**src/hdl/salc_pkg.sv**
```systemverilog
// shared constants, types and helpers for the set-associative lru cache model
package salc_pkg;

    localparam int MAX_SET_BITS = 8;
    localparam int MAX_WAYS     = 8;
    localparam int SET_W        = MAX_SET_BITS;
    localparam int ROWS         = 1 << MAX_SET_BITS;
    localparam int WAY_W        = $clog2(MAX_WAYS);

    localparam int SETB_CFG_W   = 4;
    localparam int WAYS_CFG_W   = 4;
    localparam int OFF_W        = 6;
    localparam int CFG_IDX_W    = 2;
    localparam int CFG_DATA_W   = 6;

    localparam int KIND_W       = 2;
    localparam int ADDR_W       = 64;
    localparam int TAG_W        = 64;
    localparam int STAMP_W      = 32;
    localparam int CNT_W        = 32;
    localparam int OUTCOME_W    = 2;

    localparam int Q_DEPTH      = 2;
    localparam int Q_PTR_W      = 1;
    localparam int Q_CNT_W      = 2;

    localparam logic [CFG_IDX_W-1:0] CFG_SET_BITS = 2'd0;
    localparam logic [CFG_IDX_W-1:0] CFG_WAYS     = 2'd1;
    localparam logic [CFG_IDX_W-1:0] CFG_OFFSET   = 2'd2;

    localparam logic [KIND_W-1:0] KIND_LOAD   = 2'd0;
    localparam logic [KIND_W-1:0] KIND_STORE  = 2'd1;
    localparam logic [KIND_W-1:0] KIND_MODIFY = 2'd2;

    localparam logic [OUTCOME_W-1:0] OUT_HIT   = 2'd0;
    localparam logic [OUTCOME_W-1:0] OUT_FILL  = 2'd1;
    localparam logic [OUTCOME_W-1:0] OUT_EVICT = 2'd2;

    typedef struct packed {
        logic               is_modify;
        logic [TAG_W-1:0]   block;
        logic [SET_W-1:0]   set_no;
    } req_t;

    typedef struct packed {
        logic [MAX_WAYS-1:0]                valid;
        logic [MAX_WAYS-1:0][TAG_W-1:0]     tag;
        logic [MAX_WAYS-1:0][STAMP_W-1:0]   stamp;
    } row_t;

    typedef struct packed {
        logic               cand;
        logic [STAMP_W-1:0] age;
        logic [WAY_W-1:0]   way;
    } lru_node_t;

    function automatic logic [CNT_W-1:0] sat_inc(input logic [CNT_W-1:0] v);
        sat_inc = (v == {CNT_W{1'b1}}) ? v : v + CNT_W'(1);
    endfunction

endpackage

```
**src/hdl/salc_queue.sv**
```systemverilog
// two-entry request queue between front and back
module salc_queue import salc_pkg::*;
(
    input  logic    clk,
    input  logic    rst_n,
    input  logic    push_valid,
    output logic    push_ready,
    input  req_t    push_data,
    output logic    pop_valid,
    input  logic    pop_ready,
    output req_t    pop_data
);

    req_t                slot_reg [Q_DEPTH];
    logic [Q_PTR_W-1:0]  wr_ptr_reg;
    logic [Q_PTR_W-1:0]  rd_ptr_reg;
    logic [Q_CNT_W-1:0]  count_reg;
    logic                do_push;
    logic                do_pop;

    assign push_ready = (count_reg != Q_CNT_W'(Q_DEPTH));
    assign pop_valid  = (count_reg != '0);
    assign pop_data   = slot_reg[rd_ptr_reg];
    assign do_push    = push_valid && push_ready;
    assign do_pop     = pop_valid && pop_ready;

    always_ff @(posedge clk or negedge rst_n)
    begin
        if (!rst_n)
        begin
            wr_ptr_reg <= '0;
            rd_ptr_reg <= '0;
            count_reg  <= '0;
        end
        else
        begin
            if (do_push)
                wr_ptr_reg <= wr_ptr_reg + Q_PTR_W'(1);
            if (do_pop)
                rd_ptr_reg <= rd_ptr_reg + Q_PTR_W'(1);
            if (do_push && !do_pop)
                count_reg <= count_reg + Q_CNT_W'(1);
            else if (do_pop && !do_push)
                count_reg <= count_reg - Q_CNT_W'(1);
        end
    end

    always_ff @(posedge clk)
    begin
        if (do_push)
            slot_reg[wr_ptr_reg] <= push_data;
    end

endmodule

```
**config.mk**
```make
export PLATFORM = sky130hd
export DESIGN_NAME = salc_queue
export DESIGN_NICKNAME = d
export VERILOG_FILES = /design/src/hdl/salc_pkg.sv /design/src/hdl/salc_queue.sv
export SDC_FILE = /design/constraint.sdc
export NUM_CORES = 1
export LEC_CHECK = 0
export ABC_CLOCK_PERIOD_IN_PS = 5700
export BUFFER_PORTS_ARGS = -buffer_cell sky130_fd_sc_hd__buf_4
export CAP_MARGIN = 10
export CORE_UTILIZATION = 26
export DETAILED_ROUTE_END_ITERATION = 10
export GPL_ROUTABILITY_DRIVEN = 0
export MAX_ROUTING_LAYER = met4
export PLACE_DENSITY = 0.45
export SKIP_CTS_REPAIR_TIMING = 1
export SLEW_MARGIN = 25
export SYNTH_ARGS = -nofsm -noshare
export SYNTH_HDL_FRONTEND = slang
export SYNTH_SLANG_ARGS = --single-unit
```
**constraint.sdc**
```tcl
create_clock -name clk -period 5.7 [get_ports clk]
set_clock_uncertainty 0.05 [all_clocks]
set_input_delay 0.57 -clock clk [delete_from_list [all_inputs] [get_ports clk]]
set_output_delay 0.57 -clock clk [all_outputs]
set_load 0.005 [all_outputs]
```
# Yosys cells after proc, flatten, opt, wreduce, memory -nomap -nowiden
# Memories as Yosys holds them, arrays and structs flattened.
# Cells that the tools add are included.
classes:
  muxes: 4
  n_eq_ne: 1
  reduce_logical: 8
  addsub: 4
op_table:
  columns: ["operator", "n"]
  rows:
  - ["$logic_and A1 B1 Y1", 4]
  - ["$mux W2", 2]
  - ["$reduce_bool A2 Y1", 2]
  - ["$add A1 B1 Y1 const B", 2]
  - ["$add A2 B1 Y2 const B", 1]
  - ["$logic_not A1 Y1", 2]
  - ["$mux W1", 2]
  - ["$ne A2 B2 Y1 const B", 1]
  - ["$sub A2 B1 Y2 const B", 1]
word_totals:
  ram_bits: 146
  out_inout_bits: 75
  ff_bits: 4
  n_memories: 1
  input_bits: 77
mem_list:
  columns: ["memory", "words", "width", "read_ports", "rd_clocked_by_memory_dff", "wr", "line", "source"]
  rows:
  - ["slot_reg", 2, 73, 1, 0, 1, "salc_queue.sv:14", "req_t slot_reg [Q_DEPTH];"]

# Depth between registers and ports, before layout
depth:
  depth_word: 6
  mapped_depth: 7
  mapped_depth_nobuf: 7

# Worst setup path before layout
# Ideal clock, no wire load.
synth_timing:
  path_type: "input -> register"
  from: "input push_valid"
  to: "memory slot_reg[0][0] (netlist bit) (enable)"
  setup_slack_ps: 1439
  path_stages: 2
  n_path_buf: 0
  setup_time_ps: 504
  arrival_time_ps: 3707
  required_time_ps: 5146
  path_cell_list: "nand2_1 nor2_1"
synth_via:
  elab_chain_len: 3
synth_rtl:
  columns: ["element", "line", "source"]
  rows:
  - ["start, declared", "salc_queue.sv:6", "input logic push_valid,"]
  - ["$logic_and A1 B1 Y1", "salc_queue.sv:24", "assign do_push = push_valid && push_ready;"]
  - ["$mux W1", "salc_queue.sv:50", "if (do_push)"]
  - ["$mux W1 (implied by the code)", "salc_queue.sv:51", "slot_reg[wr_ptr_reg] <= push_data;"]
  - ["end, declared", "salc_queue.sv:14", null]
# No other way between the ends.

==> summary.md <==
| Metric | Value |
|---|---|
| Post-detailed-route via-to-cell ratio | 3.914 |
| Starting DRT DRC Count | 174 |
| Post-synthesis area per instance | between 20 and 25 um^2 |
| Number of warnings issued by yosys | 0 |
| Setup crit end kind | primary output |
| ANT cells | 0 |
| Cell variety after synth | 15 |
| Final Max Tran Viols | 0 |
| Post-route total power | 3.852 mW |
| Count of state elements after synthesis | 150 |
| Max VDD drop | between 0.2 and 0.25 mV |
| Most frequent cells in the layout | buf_4 (153), edfxtp_1 (146), mux2_4 (60) |
| Seq/Total Area, Yosys | 0.7854 |
| Clock tree from TritonCTS | yes |
| I/O Buffers | 151 |
| Area taken by multi-input logic gates | 0.001150 mm^2 |
| Synthesized netlist net count | between 300 and 400 |
| Sequential cell area | approximately 0.0045 mm^2 |
| Core outline area | 0.02129 mm^2 |
| GR Util All Layers | 0.1014 |
| Worst slack on hold paths | 283.5 ps |
| Via count of the first global-routing pass | 2,924 |
| Die X-Extent | 150.2 um |
| Clk_lat worst skew | between 400 and 500 ps |
| Final design area excluding fillers | between 0.007 and 0.008 mm^2 |
| Number of optimization iterations in the first detailed-route pass | 5 |
| Routed wire length | roughly 11,000 um |
| Post-synthesis compound-gate area fraction | 0 |
| Most common cell after layout, fill and taps aside | buf_4 |
| Wire length of the first global-routing pass | between 15,000 and 20,000 um |
| Dominant combinational cell family by area after synthesis | multiplexers |
| Layout net count | roughly 490 |
| Final total negative setup slack | 0 ps |
| Arrival time of data at the critical path endpoint | 2510 ps |
| Clock-pin transition on the worst setup and hold timing paths | around 70 ps |
| Relative max-transition margin | 0.3700 |
| Classification of the worst-slack hold path | input port to flop |
| Post-synthesis adder-cell area fraction | 0.002192 |
| Max-cap violations | 0 |
| Status | finished clean |
| Finished Core Util | 0.3626 |
| Deepest level of the CTS H-tree | 4 |
| Area growth from synthesis to layout | 35.20% |
| Setup repair after global routing missed its margin | no |
| Clock period minus final worst setup slack | approximately 3100 ps |
| Crit Path Category | flop to primary output |
| Post-placement cell area | 0.007162 mm^2 |
| Layout cell share with drive strength beyond 1 | 0.6179 |
| Fill cell count | 1,987 |
| Number of cell instances on the worst register-to-register path | 4 |
| WL per Instance | 15.54 um |
| Number of antenna violations at the first check in global routing | 0 |
| CP Launch Type | flop |
| Initial core utilization | 0.2682 |
| Worst Slack Setup Final | between 2000 and 3000 ps |
| Critical Path Fanout Max | 43 |
| Peak Freq | 319.5 MHz |
| Post-DP HPWL | 6828 um |
| Row Count | 53 |
| Share of the synthesized area in the top cell type | 0.7679 |
| Total power density per cell area | 499.1 mW/mm^2 |
| Number of sinks driven by the clock tree | 150 |
| TritonCTS buffer count | 17 |
| Fraction of the mapped netlist area in simple logic gates | 0.005917 |
| Die H | 150.2 um |
| Clock root buffer master | clkbuf_16 |
| Final number of hold-violating endpoints | 0 |
| Global route total overflow | 0 |
| Top post-synthesis cells by area | edfxtp_1 (77%), mux2_4 (16%), mux2_2 (2.6%) |
| Cell type contributing the most total cell area after synthesis | edfxtp_1 |
| Endpoint required time on the critical path | 5080 ps |
| Fraction of the cycle the final worst path needs | 0.5490 |
| Static power due to leakage | 3.010 nW |
| Drc violations | 0 |
| Number of nets with antenna violations after routing | 0 |
| Largest net degree at the start of global routing | 45 |
| Actual transition at the worst max-transition pin | 942.7 ps |
| Non-Filler Instances | 699 |
| Buffers from clock root to sink, at most | 2 |
| Number of cells on the worst hold path | 1 |
| Number of flip-flops in the largest register | 146 |
| Vias | approximately 2,700 |
| Cell area after synthesis | approximately 0.0057 mm^2 |
| Instance count after placement with tap cells included | 666 |
| Pre-CTS setup slack | 2931 ps |
| IO Pins | 152 |
| Setup-violating endpoint count in the final report | 0 |
| Full die area | about 0.023 mm^2 |
| Cell count after synthesis | 245 |
| Xor-xnor portion of the synthesized cell area | 0.007670 |
| Fraction of synthesized area in multiplexers | 0.1834 |
synthesized netlist by cell type (all sizes together):
library cell,n
xnor2,3
buf,8
edfxtp,146
nand2,2
xor2,2
nand2b,1
dfrtp,4
ha,1
nor2,2
mux2,73
inv,1
or2,1
and3,1
critical path, cell delays in order, from the launching register on:
cell and delay, ps:
dfrtp_4 930, buf_4 620, mux2_4 350, buf_4 130
power breakdown:
part | switching (mW) | internal [mW] | total [mW] | leakage (nW)
sequential | 0.141 | 1.51 | 1.65 | 1.40
clock | 0.469 | 0.568 | 1.04 | 0.265
combinational | 0.447 | 0.718 | 1.16 | 1.34
cell families (layout without fill, tap and decap cells):
kind of cell	Yosys count	in the layout
flops	150	150
fa+ha+maj	1	1
mux	73	73
buf+inv	9	188
xor+xnor	5	5
simple gates	7	7
layout make-up:
| type | count | share of cell area |
|---|---|---|
| Inverter | 1 | 0.0004863 |
| Clock inverter | 15 | 0.01572 |
| Tap cell | 275 | 0.04458 |
| Timing Repair Buffer | 155 | 0.1537 |
| Sequential cell | 150 | 0.5815 |
| Clock buffer | 17 | 0.05511 |
| Multi-Input combinational cell | 86 | 0.1490 |
per-layer routing:
metal	global-route usage	vias to the layer above	part of all wire
met1	0.1168	1338	0.43
li1	-	1300	-
met2	0.1572	92	0.49
met5	-	-	0
met3	0.03727	6	0.068
met4	0.04697	0	0.0098
path summary, 6_finish.rpt:
path	from	endpoint	slack [ps]
max in group asynchronous	rst_n	rd_ptr_reg	5050
min in group asynchronous	rst_n	rd_ptr_reg	440
setup reg to reg	count_reg[0]	slot_reg[0][13]	3090
setup / recovery	rd_ptr_reg	pop_data[11]	2570
hold reg to reg	count_reg[1]	count_reg[1]	450
hold / removal	push_data[62]	slot_reg[0][62]	280
No activity file was read; power rests on OpenSTA's default activity.
