--- config.mk ---
export PLATFORM = sky130hd
export DESIGN_NAME = salc_front_flat
export DESIGN_NICKNAME = d
export VERILOG_FILES = /design/src/hdl/salc_pkg.sv /design/src/hdl/salc_req_if.sv /design/src/hdl/salc_front.sv /design/src/flat_wrapper.sv
export SDC_FILE = /design/constraint.sdc
export NUM_CORES = 1
export LEC_CHECK = 0
export BUFFER_PORTS_ARGS = -buffer_cell sky130_fd_sc_hd__buf_2
export CORE_MARGIN = 8
export CORE_UTILIZATION = 40
export DETAILED_ROUTE_END_ITERATION = 8
export PLACE_DENSITY = 0.7
export SETUP_SLACK_MARGIN = 0.1
export SYNTH_ARGS = -nofsm -noshare
export SYNTH_HDL_FRONTEND = slang
export SYNTH_SLANG_ARGS = --single-unit
--- constraint.sdc ---
create_clock -name clk -period 4.5 [get_ports clk]
set_input_delay 1.35 -clock clk [delete_from_list [all_inputs] [get_ports clk]]
set_output_delay 1.35 -clock clk [all_outputs]
set_load 0.01 [all_outputs]
--- src/hdl/salc_pkg.sv ---
// shared constants, types and helpers for the set-associative lru cache model
package salc_pkg;

    localparam int MAX_SET_BITS = 8;
    localparam int MAX_WAYS     = 8;
    localparam int SET_W        = MAX_SET_BITS;
    localparam int ROWS         = 1 << MAX_SET_BITS;
    localparam int WAY_W        = $clog2(MAX_WAYS);

    localparam int SETB_CFG_W   = 4;
    localparam int WAYS_CFG_W   = 4;
    localparam int OFF_W        = 6;
    localparam int CFG_IDX_W    = 2;
    localparam int CFG_DATA_W   = 6;

    localparam int KIND_W       = 2;
    localparam int ADDR_W       = 64;
    localparam int TAG_W        = 64;
    localparam int STAMP_W      = 32;
    localparam int CNT_W        = 32;
    localparam int OUTCOME_W    = 2;

    localparam int Q_DEPTH      = 2;
    localparam int Q_PTR_W      = 1;
    localparam int Q_CNT_W      = 2;

    localparam logic [CFG_IDX_W-1:0] CFG_SET_BITS = 2'd0;
    localparam logic [CFG_IDX_W-1:0] CFG_WAYS     = 2'd1;
    localparam logic [CFG_IDX_W-1:0] CFG_OFFSET   = 2'd2;

    localparam logic [KIND_W-1:0] KIND_LOAD   = 2'd0;
    localparam logic [KIND_W-1:0] KIND_STORE  = 2'd1;
    localparam logic [KIND_W-1:0] KIND_MODIFY = 2'd2;

    localparam logic [OUTCOME_W-1:0] OUT_HIT   = 2'd0;
    localparam logic [OUTCOME_W-1:0] OUT_FILL  = 2'd1;
    localparam logic [OUTCOME_W-1:0] OUT_EVICT = 2'd2;

    typedef struct packed {
        logic               is_modify;
        logic [TAG_W-1:0]   block;
        logic [SET_W-1:0]   set_no;
    } req_t;

    typedef struct packed {
        logic [MAX_WAYS-1:0]                valid;
        logic [MAX_WAYS-1:0][TAG_W-1:0]     tag;
        logic [MAX_WAYS-1:0][STAMP_W-1:0]   stamp;
    } row_t;

    typedef struct packed {
        logic               cand;
        logic [STAMP_W-1:0] age;
        logic [WAY_W-1:0]   way;
    } lru_node_t;

    function automatic logic [CNT_W-1:0] sat_inc(input logic [CNT_W-1:0] v);
        sat_inc = (v == {CNT_W{1'b1}}) ? v : v + CNT_W'(1);
    endfunction

endpackage

--- src/hdl/salc_req_if.sv ---
// access request channel
interface salc_req_if import salc_pkg::*; ();
    logic               valid;
    logic               ready;
    logic [KIND_W-1:0]  kind;
    logic [ADDR_W-1:0]  address;

    modport source (output valid, output kind, output address, input ready);
    modport sink   (input valid, input kind, input address, output ready);
endinterface

--- src/hdl/salc_front.sv ---
// front end: configuration registers, request intake and set/block split
module salc_front import salc_pkg::*;
(
    input  logic                    clk,
    input  logic                    rst_n,
    input  logic                    cfg_we,
    input  logic [CFG_IDX_W-1:0]    cfg_index,
    input  logic [CFG_DATA_W-1:0]   cfg_data,
    salc_req_if.sink                req,
    input  logic                    clearing,
    output logic                    push_valid,
    input  logic                    push_ready,
    output req_t                    push_data,
    output logic [WAYS_CFG_W-1:0]   ways_eff
);

    logic [SETB_CFG_W-1:0] set_bits_reg;
    logic [WAYS_CFG_W-1:0] ways_reg;
    logic [OFF_W-1:0]      offset_reg;

    logic [SETB_CFG_W-1:0] set_bits_eff;
    logic [SET_W:0]        set_onehot;
    logic [SET_W-1:0]      set_mask;
    logic [TAG_W-1:0]      block;

    always_ff @(posedge clk or negedge rst_n)
    begin
        if (!rst_n)
        begin
            set_bits_reg <= '0;
            ways_reg     <= WAYS_CFG_W'(1);
            offset_reg   <= '0;
        end
        else if (cfg_we)
        begin
            case (cfg_index)
                CFG_SET_BITS: set_bits_reg <= cfg_data[SETB_CFG_W-1:0];
                CFG_WAYS:     ways_reg     <= cfg_data[WAYS_CFG_W-1:0];
                CFG_OFFSET:   offset_reg   <= cfg_data[OFF_W-1:0];
                default:      ;
            endcase
        end
    end

    always_comb
    begin
        set_bits_eff = (set_bits_reg > SETB_CFG_W'(MAX_SET_BITS))
                       ? SETB_CFG_W'(MAX_SET_BITS) : set_bits_reg;
        set_onehot   = (SET_W+1)'(1) << set_bits_eff;
        set_mask     = set_onehot[SET_W-1:0] - SET_W'(1);
        block        = req.address >> offset_reg;

        if (ways_reg == '0)
            ways_eff = WAYS_CFG_W'(1);
        else if (ways_reg > WAYS_CFG_W'(MAX_WAYS))
            ways_eff = WAYS_CFG_W'(MAX_WAYS);
        else
            ways_eff = ways_reg;

        push_data.is_modify = (req.kind == KIND_MODIFY);
        push_data.block     = block;
        push_data.set_no    = block[SET_W-1:0] & set_mask;
    end

    assign push_valid = req.valid && !clearing;
    assign req.ready  = push_ready && !clearing;

endmodule

--- src/flat_wrapper.sv ---
// flat-port wrapper written by rule: the top's interface ports become plain ports
module salc_front_flat import salc_pkg::*;
  (clk, rst_n, cfg_we, cfg_index, cfg_data, clearing, push_valid, push_ready, push_data, ways_eff, req_valid, req_kind, req_address, req_ready);
  salc_req_if req_i ();
  input  logic clk;
  input  logic rst_n;
  input  logic cfg_we;
  input  logic [CFG_IDX_W-1:0] cfg_index;
  input  logic [CFG_DATA_W-1:0] cfg_data;
  input  logic clearing;
  output logic push_valid;
  input  logic push_ready;
  output req_t push_data;
  output logic [WAYS_CFG_W-1:0] ways_eff;
  input wire logic [$bits(req_i.valid)-1:0] req_valid;
  input wire logic [$bits(req_i.kind)-1:0] req_kind;
  input wire logic [$bits(req_i.address)-1:0] req_address;
  output wire logic [$bits(req_i.ready)-1:0] req_ready;
  assign req_i.valid = req_valid;
  assign req_i.kind = req_kind;
  assign req_i.address = req_address;
  assign req_ready = req_i.ready;
  salc_front u_core (.clk(clk), .rst_n(rst_n), .cfg_we(cfg_we), .cfg_index(cfg_index), .cfg_data(cfg_data), .req(req_i), .clearing(clearing), .push_valid(push_valid), .push_ready(push_ready), .push_data(push_data), .ways_eff(ways_eff));
endmodule
-- Word level (Yosys, flattened, before mapping)
Index checks and enable logic that the tools add are counted.
- add/subtract/negate cells: 1
- $mul: 0
- divide/modulo/power cells: 0
- magnitude comparators: 2
- equality and inequality tests: 3
- shift operators: 2
- muxes and demuxes: 3
- bitwise operators: 1
- reductions and logical operators: 8
- operator list (operator ; count):
    right shift 64 x 6 -> 64 bit ; 1
    two-way mux 4 bit ; 3
    AND 8 bit ; 1
    > comparator 4 bit, second input constant ; 2
    left shift 1 x 4 -> 8 bit, first input constant ; 1
    subtractor 8 x 1 -> 8 bit, second input constant ; 1
    AND reduction 2 bit ; 3
    == test 2 bit, second input constant ; 2
    zero test 4 bit ; 1
    == test 2 x 1 -> 1 bit, second input constant ; 1
    logical AND 1 bit ; 2
    zero test 2 bit ; 1
    zero test 1 bit ; 1
- flip-flop bits (word level): 14
- latch bits: 0
- memory bits (writable): 0
- memory bits (read-only): 0
- output and inout port bits: 79
- memories kept: 0

-- Depth between registers and ports, before layout
Gate-level depths: netlist (run 1).
- depth after elaboration: 5
- gate-level depth with buffers: 9
- gate-level depth less buffers: 8

-- Worst setup path after synthesis (run 1)
No wires, ideal clock.
- path type: input port to output port
- from: in req_address[51]
- to: out push_data[20] in the netlist's numbering
- data arrival time: 2.705 ns
- required time: 3.150 ns
- setup slack: 0.445 ns
- stages on the path: 5
- path buffers: 0
- path through: mux4_2 -> mux2_4 -> mux2i_4 -> o21ai_2 -> a221o_1
- RTL lines (what ; line ; RTL):
    from (decl) ; flat_wrapper.sv:17 ; input wire logic [$bits(req_i.address)-1:0] req_address;
    to (decl) ; flat_wrapper.sv:13 ; output req_t push_data;

==> PnR_summary.wiki, run 1 <==
{| class="wikitable"
! Metric !! Value
|-
| Share of total power in sequential cells || 0.066
|-
| Category of the critical setup timing path || input pin to output port
|-
| 1st-iter DRT viols || approximately 570
|-
| Critical Path AT || around 3.1 ns
|-
| Half-perimeter wire length of the detailed placement result || 17.6 mm
|-
| Synthesized-area fraction occupied by xor and xnor cells || 0.00169
|-
| Highest attainable clock frequency || ~220 MHz
|-
| Area share of the leading cell type in the synthesized netlist || 0.313
|-
| Setup repair after global routing missed its margin || yes
|-
| Post-place instance area || about 6300 sq um
|-
| Final routed DRC violation total || 0
|-
| Post-synth top area cell || mux4_2
|-
| Number of global-route vias before repair || around 5500
|-
| Worst path top cell family by delay || multiplexers
|-
| Startpoint type of the worst setup path || input pin
|-
| Number of enable-type register cells in the synthesized netlist || 0
|-
| Number of buffers created by CTS || 3
|-
| Critical path data required time || 3.15 ns
|-
| Most frequently used cell type in the post-synthesis netlist || mux4_2
|-
| FF-to-FF setup slack || between 3 and 4 ns
|-
| Worst-case vdd ir drop || 0.234 mV
|-
| Final Total Pwr || 3.11 mW
|-
| Post-synthesis adder-cell area fraction || 0.00242
|-
| Cell area power density || 452 nW/um^2
|-
| Layout Skew || 0 ns
|-
| Drt first pass iters || 5
|-
| CTS sink count || 14
|-
| Stage delay of the slowest cell on the critical path || 0.47 ns
|-
| Cell Rows || slightly above 40
|-
| Final WL || 22.0 mm
|-
| Quantity of hold-fixing buffers added after cts || 0
|-
| Largest net degree at the start of global routing || 55
|-
| Number of max-capacitance violations reported || 0
|-
| Average detailed-routed wire length per instance || 24.8 um
|-
| Cell-internal power || ~1.5 mW
|-
| Net Sw Power || 1.59 mW
|-
| Port Buf Inserts || 158
|-
| Clock root buffer || clkbuf_16
|-
| Average size of a mapped cell || 9.23 sq um
|-
| Starting utilization of the core area || 0.410
|-
| Maximum clock path buffer count || 2
|-
| Antenna cells || 0
|-
| Worst setup EP type || output port
|-
| Register bit count reported by yosys || 14
|-
| Util after Layout || 0.545
|-
| Class of the most critical hold timing path || flop to flop
|-
| Final non-filler cell area || around 6900 sq um
|-
| Final Hold Slack || between 0.5 and 0.6 ns
|-
| Fraction of registers with async set/reset || 1.00
|-
| Fillcell total || 1151
|-
| Horizontal die dimension || 130 um
|-
| Post-synthesis mux area share || 0.523
|-
| Final Net Count || between 700 and 800
|-
| Number of synthesis warnings || 0
|-
| Largest family of logic cells by synthesized area || multiplexers
|-
| Top fanout value on the critical path || 3
|-
| Distinct cell type count after synthesis || 70
|-
| Buffering stage count on the worst path with inverters included || 3
|-
| Multi-input gate area || 4750 sq um
|-
| Worst hold path stage count || 1
|-
| Full die area || 16800 sq um
|-
| Run status || complete, no violations
|-
| Clock-pin slew of the registers on the worst-case setup and hold paths || 0.05 ns
|-
| TritonCTS clock tree || built
|-
| Relative slew slack || 0.521
|-
| List of most frequent post-synthesis cells || mux4_2 (72), nor2_1 (65), mux2i_1 (49), nand2_1 (49), mux2_2 (46)
|-
| Cells after Synth || 561
|-
| Insertion delay of the later-clocked pin in the worst-skew pair || 0.24 ns
|-
| Fin crit period || 4.45 ns
|-
| Share of the clock period used by the worst path || 0.990
|-
| Post-synthesis sequential area ratio || 0.0679
|-
| Routability Congestion || 0.971
|-
| Detailed-route via count || 5697
|-
| Total of endpoints with negative setup slack in the final report || 0
|-
| Post-synthesis compound-gate area fraction || 0.174
|-
| Mapped Area || 5180 sq um
|-
| Logic depth of the worst path, buffers included || 8
|-
| Relative contribution of combinational cells to total power || 0.875
|-
| Setup slack after placement || -0.136 ns
|-
| Cell depth of the worst flop-to-flop path || 2
|-
| Slowest cell on the critical path || mux4_2
|-
| Number of antenna-violating nets in the routed design || 0
|-
| Post-Synthesis Net Count || 642
|-
| Worst-Margin Slew || 0.719 ns
|-
| Endpoints failing hold || 0
|-
| Sequential cell area in the final layout || 357 sq um
|-
| Overall routing resource usage || 0.246
|-
| Simple logic cell fraction of the synthesized area || 0.163
|-
| Wire length of the first global-routing pass || 32.3 mm
|-
| I/O pins || 159
|-
| Final worst slack || 0.0454 ns
|-
| Leakage power total || 2.91 nW
|-
| Largest register FFs || 6
|-
| Number of max-slew violations in the final report || 0
|-
| Part of the total power dissipated in the clock network || 0.059
|-
| Top cells by area, synth || mux4_2 (31%), mux2_2 (10%), mux2i_1 (9.5%)
|-
| Die Y-Extent || 130 um
|-
| Top_reg_cell synth || dfrtp_1
|-
| GRT Residual Overflow || 0
|-
| CTS HTree Levels || 1
|-
| Share of post-route cells with drive strength above 1 || 0.542
|-
| Critical path, cell by cell || buf_8 -> buf_6 -> mux4_2 -> mux2_4 -> mux2i_4 -> o2111a_2 -> a21oi_1 -> buf_2
|-
| Antenna violations before repair || 0
|-
| Core area || around 13000 sq um
|-
| Area growth from synthesis to layout || 32.9%
|-
| Via density per instance || 6.42
|-
| Proportion of total power due to net switching || 0.512
|}
## power by group through the flow
stage	clock, mW	combinational [mW]	sequential [mW]
final	0.183	2.72	0.207
after global routing	0.192	2.85	0.213
after CTS	0.184	2.55	0.206
after detailed placement	0	2.43	0.207
after global placement	0	2.43	0.205
after floorplan	0	1.62	0.166
## worst register-to-register path, cell delays in order (launching register included)
cell and delay, ns:
dfrtp_2 0.61, buf_4 0.30, mux2_2 0.28
## area by class of cell
cell class                 instances  area share
clock buffer                       4      0.0129
multi-input combinational        482       0.691
inverter                           6     0.00327
sequential                        14      0.0518
tap                              172      0.0313
timing repair buffer             210       0.210
## layer usage
metal,track usage,up-vias,share of wire
li1,-,2523,-
met1,0.364,2822,0.43
met2,0.386,335,0.45
met3,0.0253,17,0.10
met4,0.0389,0,0.013
met5,0,-,0
## metrics by stage
stage,setup TNS [ns],instances
6_report,0,888
5_1_grt,0,888
4_1_cts,0,886
3_5_place_dp,-0.314,879
3_3_place_gp,-0.302,879
2_1_floorplan,0,561
## layout by cell type, fill, tap and decap left out, types with 3 or more instances in the layout
cell type,netlist,routed
buf_2,13,134
mux4_2,72,72
nor2_1,65,63
nand2_1,49,49
buf_4,2,35
buf_6,6,34
mux2_2,46,32
mux2i_1,49,31
a21oi_1,21,18
mux2_4,3,17
nand3_1,14,14
o21ai_0,13,13
mux2i_2,0,12
dfrtp_1,13,11
a211oi_1,10,9
and2_1,9,9
nor2b_1,8,8
nand2b_1,7,7
o21a_1,7,7
mux2i_4,1,7
and3_1,7,7
o22ai_1,8,6
o211ai_1,6,6
o21ai_1,9,6
nor3_1,6,6
inv_1,5,5
buf_12,1,5
a22oi_1,6,4
o21ai_2,1,4
nand4_1,3,3
a22o_1,3,3
a21o_1,3,3
nand3b_1,3,3
o22a_1,3,3
a21oi_2,0,3
o221ai_1,4,3
a211o_1,3,3
clkbuf_16,0,3
## path summary, 6_finish.rpt
kind / start / end
setup / recovery: req_address[50] / push_data[13]
hold / removal: u_core.ways_reg[2] / u_core.ways_reg[2]
setup reg to reg: u_core.offset_reg[1] / u_core.offset_reg[1]
hold reg to reg: u_core.ways_reg[2] / u_core.ways_reg[2]
max in group asynchronous: rst_n / u_core.ways_reg[0]
min in group asynchronous: rst_n / u_core.ways_reg[3]
## repair_timing
item | in CTS | in global routing
setup endpoints to repair | 32 | 40
pin swaps | 11 | 16
resized for setup | 41 | 73
endpoints found under the hold margin | 0 | 0
setup buffers | 3 | 2
## kinds of logic (layout without fill, tap and decap cells)
group / Yosys count / after routing
AOI/OAI and AO/OA: 126 / 126
buffers and inverters: 65 / 220
adders and majority gates: 1 / 1
muxes: 172 / 172
xor gates and xnor gates: 1 / 1
DFF: 14 / 14
and+or+nand+nor: 182 / 182
(Power assumes the default switching activity.)
==> inputs of run 2 (changes only) <==
Settings changed: BUFFER_PORTS_ARGS -buffer_cell sky130_fd_sc_hd__buf_2 to -buffer_cell sky130_fd_sc_hd__buf_4.
==> PnR_summary.wiki, run 2 (same netlist as run 1, synthesis figures left out) <==
{| class="wikitable"
! Metric !! Value
|-
| Run status || complete, no violations
|-
| Endpoints failing hold || 0
|-
| CTS sink count || 14
|-
| Half-perimeter wire length of the detailed placement result || between 15 and 20 mm
|-
| Via density per instance || 6.42
|-
| Cell area power density || 456 nW/um^2
|-
| Detailed-route via count || 5689
|-
| Quantity of hold-fixing buffers added after cts || 0
|-
| Most common library cell in the layout ignoring fill and taps || buf_4
|-
| Fin crit period || 4.45 ns
|-
| Final Hold Slack || 0.538 ns
|-
| Proportion of total power due to net switching || 0.497
|-
| Top fanout value on the critical path || 3
|-
| Drt first pass iters || 5
|-
| Final Total Pwr || around 3.2 mW
|-
| Worst-case vdd ir drop || approximately 0.18 mV
|-
| Highest attainable clock frequency || 225 MHz
|-
| Most used cells in the layout excluding fill and tap cells || buf_4 (181), mux4_2 (72), nor2_1 (65), nand2_1 (49), mux2_2 (39)
|-
| Clock-pin slew of the registers on the worst-case setup and hold paths || 0.05 ns
|-
| Final routed DRC violation total || 0
|-
| Number of global-route vias before repair || 5549
|-
| Final WL || 22.2 mm
|-
| Number of max-slew violations in the final report || 0
|-
| Critical Path AT || 3.10 ns
|-
| Critical path data required time || 3.15 ns
|-
| Layout Skew || 0 ns
|-
| Leakage power total || 2.93 nW
|-
| Number of antenna-violating nets in the routed design || 0
|-
| Worst hold path stage count || 1
|-
| Worst-Margin Slew || 0.762 ns
|-
| Number of max-capacitance violations reported || 0
|-
| Cell Rows || a little over 40
|-
| Total of endpoints with negative setup slack in the final report || 0
|-
| Insertion delay of the later-clocked pin in the worst-skew pair || 0.24 ns
|-
| Average detailed-routed wire length per instance || 25.1 um
|-
| TritonCTS clock tree || built
|-
| Area growth from synthesis to layout || 35.6%
|-
| Class of the most critical hold timing path || flop to flop
|-
| Antenna violations before repair || 0
|-
| Relative slew slack || 0.491
|-
| Util after Layout || 0.556
|-
| Routability Congestion || 0.945
|-
| Antenna cells || 0
|-
| Share of post-route cells with drive strength above 1 || 0.520
|-
| CTS HTree Levels || 1
|-
| I/O pins || 159
|-
| Largest register FFs || 6
|-
| Wire length of the first global-routing pass || 33.3 mm
|-
| Critical path, cell by cell || buf_8 -> mux4_2 -> mux4_2 -> a21oi_2 -> o31a_1 -> a21oi_2 -> buf_4
|-
| Cell-internal power || ~1.6 mW
|-
| Startpoint type of the worst setup path || input pin
|-
| Relative contribution of combinational cells to total power || 0.875
|-
| GRT Residual Overflow || 0
|-
| Overall routing resource usage || 0.255
|-
| Die Y-Extent || approximately 130 um
|-
| Maximum clock path buffer count || 2
|-
| Stage delay of the slowest cell on the critical path || 0.56 ns
|-
| Share of the clock period used by the worst path || 0.989
|-
| Number of buffers created by CTS || 3
|-
| Clock root buffer || clkbuf_16
|-
| Starting utilization of the core area || 0.410
|-
| Slowest cell on the critical path || mux4_2
|-
| Buffering stage count on the worst path with inverters included || 2
|-
| Core area || 12600 sq um
|-
| Setup repair after global routing missed its margin || yes
|-
| Worst path top cell family by delay || multiplexers
|-
| 1st-iter DRT viols || 595
|-
| Cell depth of the worst flop-to-flop path || 2
|-
| Port Buf Inserts || 158
|-
| Full die area || 16800 sq um
|-
| Final Net Count || between 700 and 800
|-
| Share of total power in sequential cells || 0.067
|-
| Part of the total power dissipated in the clock network || 0.058
|-
| Horizontal die dimension || 130 um
|-
| Logic depth of the worst path, buffers included || 7
|-
| Category of the critical setup timing path || input pin to output port
|-
| Net Sw Power || 1.59 mW
|-
| Worst setup EP type || output port
|-
| Largest net degree at the start of global routing || 55
|}
-- run 2: changes by cell type in the layout (fill, tap and decap cells not counted), moves of 3 or more --
cell,previous run,this run
mux2i_1,31,38
buf_2,134,0
buf_12,5,2
mux2_2,32,39
mux2_4,17,10
mux2i_2,12,7
buf_4,35,181
buf_6,34,23
-- run 2: per-stage QoR --
stage	setup TNS (ns)	setup slack, ns	std cells	cell area, sq um
3_3_place_gp	-0.0766	-0.0492	874	6600
6_report	0	0.0482	886	7020
3_5_place_dp	-0.0153	-0.0137	874	6600
2_1_floorplan	0	0.445	561	5180
5_1_grt	0	0.00481	886	7020
4_1_cts	0	0.0926	881	6810
-- run 2: power groups by stage --
stage                     Sequential [mW]  Clock (mW)  Combinational, mW
after floorplan                     0.166           0               1.62
after global placement              0.214           0               2.58
after detailed placement            0.217           0               2.59
after CTS                           0.216       0.189               2.66
after global routing                0.222       0.196               2.95
final                               0.215       0.186               2.80
-- run 2: cell type report --
type                            instances  area [sq um]
Tap cell                              172           215
Fill cell                            1189          5600
Sequential cell                        14           357
Multi-Input combinational cell        482          4650
Timing Repair Buffer                  208          1690
Clock buffer                            4          88.8
Inverter                                6          22.5
-- run 2: timing repair --
action                                 in CTS  in global routing
setup buffers                               3                  5
setup endpoints to repair                  17                 27
resized for setup                          22                 41
endpoints found under the hold margin       0                  0
pin swaps                                   2                  8
-- run 2: path summary, 6_finish.rpt --
check	start	to	slack, ns
worst min-delay path	u_core.ways_reg[1]	u_core.ways_reg[1]	0.54
worst min register to register	u_core.ways_reg[1]	u_core.ways_reg[1]	0.54
max in group asynchronous	rst_n	u_core.ways_reg[0]	3.31
min in group asynchronous	rst_n	u_core.set_bits_reg[1]	0.95
worst max-delay path	req_address[12]	push_data[17]	0.05
worst max register to register	u_core.offset_reg[1]	u_core.offset_reg[1]	3.21
-- run 2: per-layer routing --
| metal | part of all wire | global-route usage |
|---|---|---|
| met2 | 0.44 | 0.380 |
| met4 | 0.019 | 0.0622 |
| met1 | 0.43 | 0.364 |
| met3 | 0.11 | 0.0579 |
| met5 | 0 | 0 |
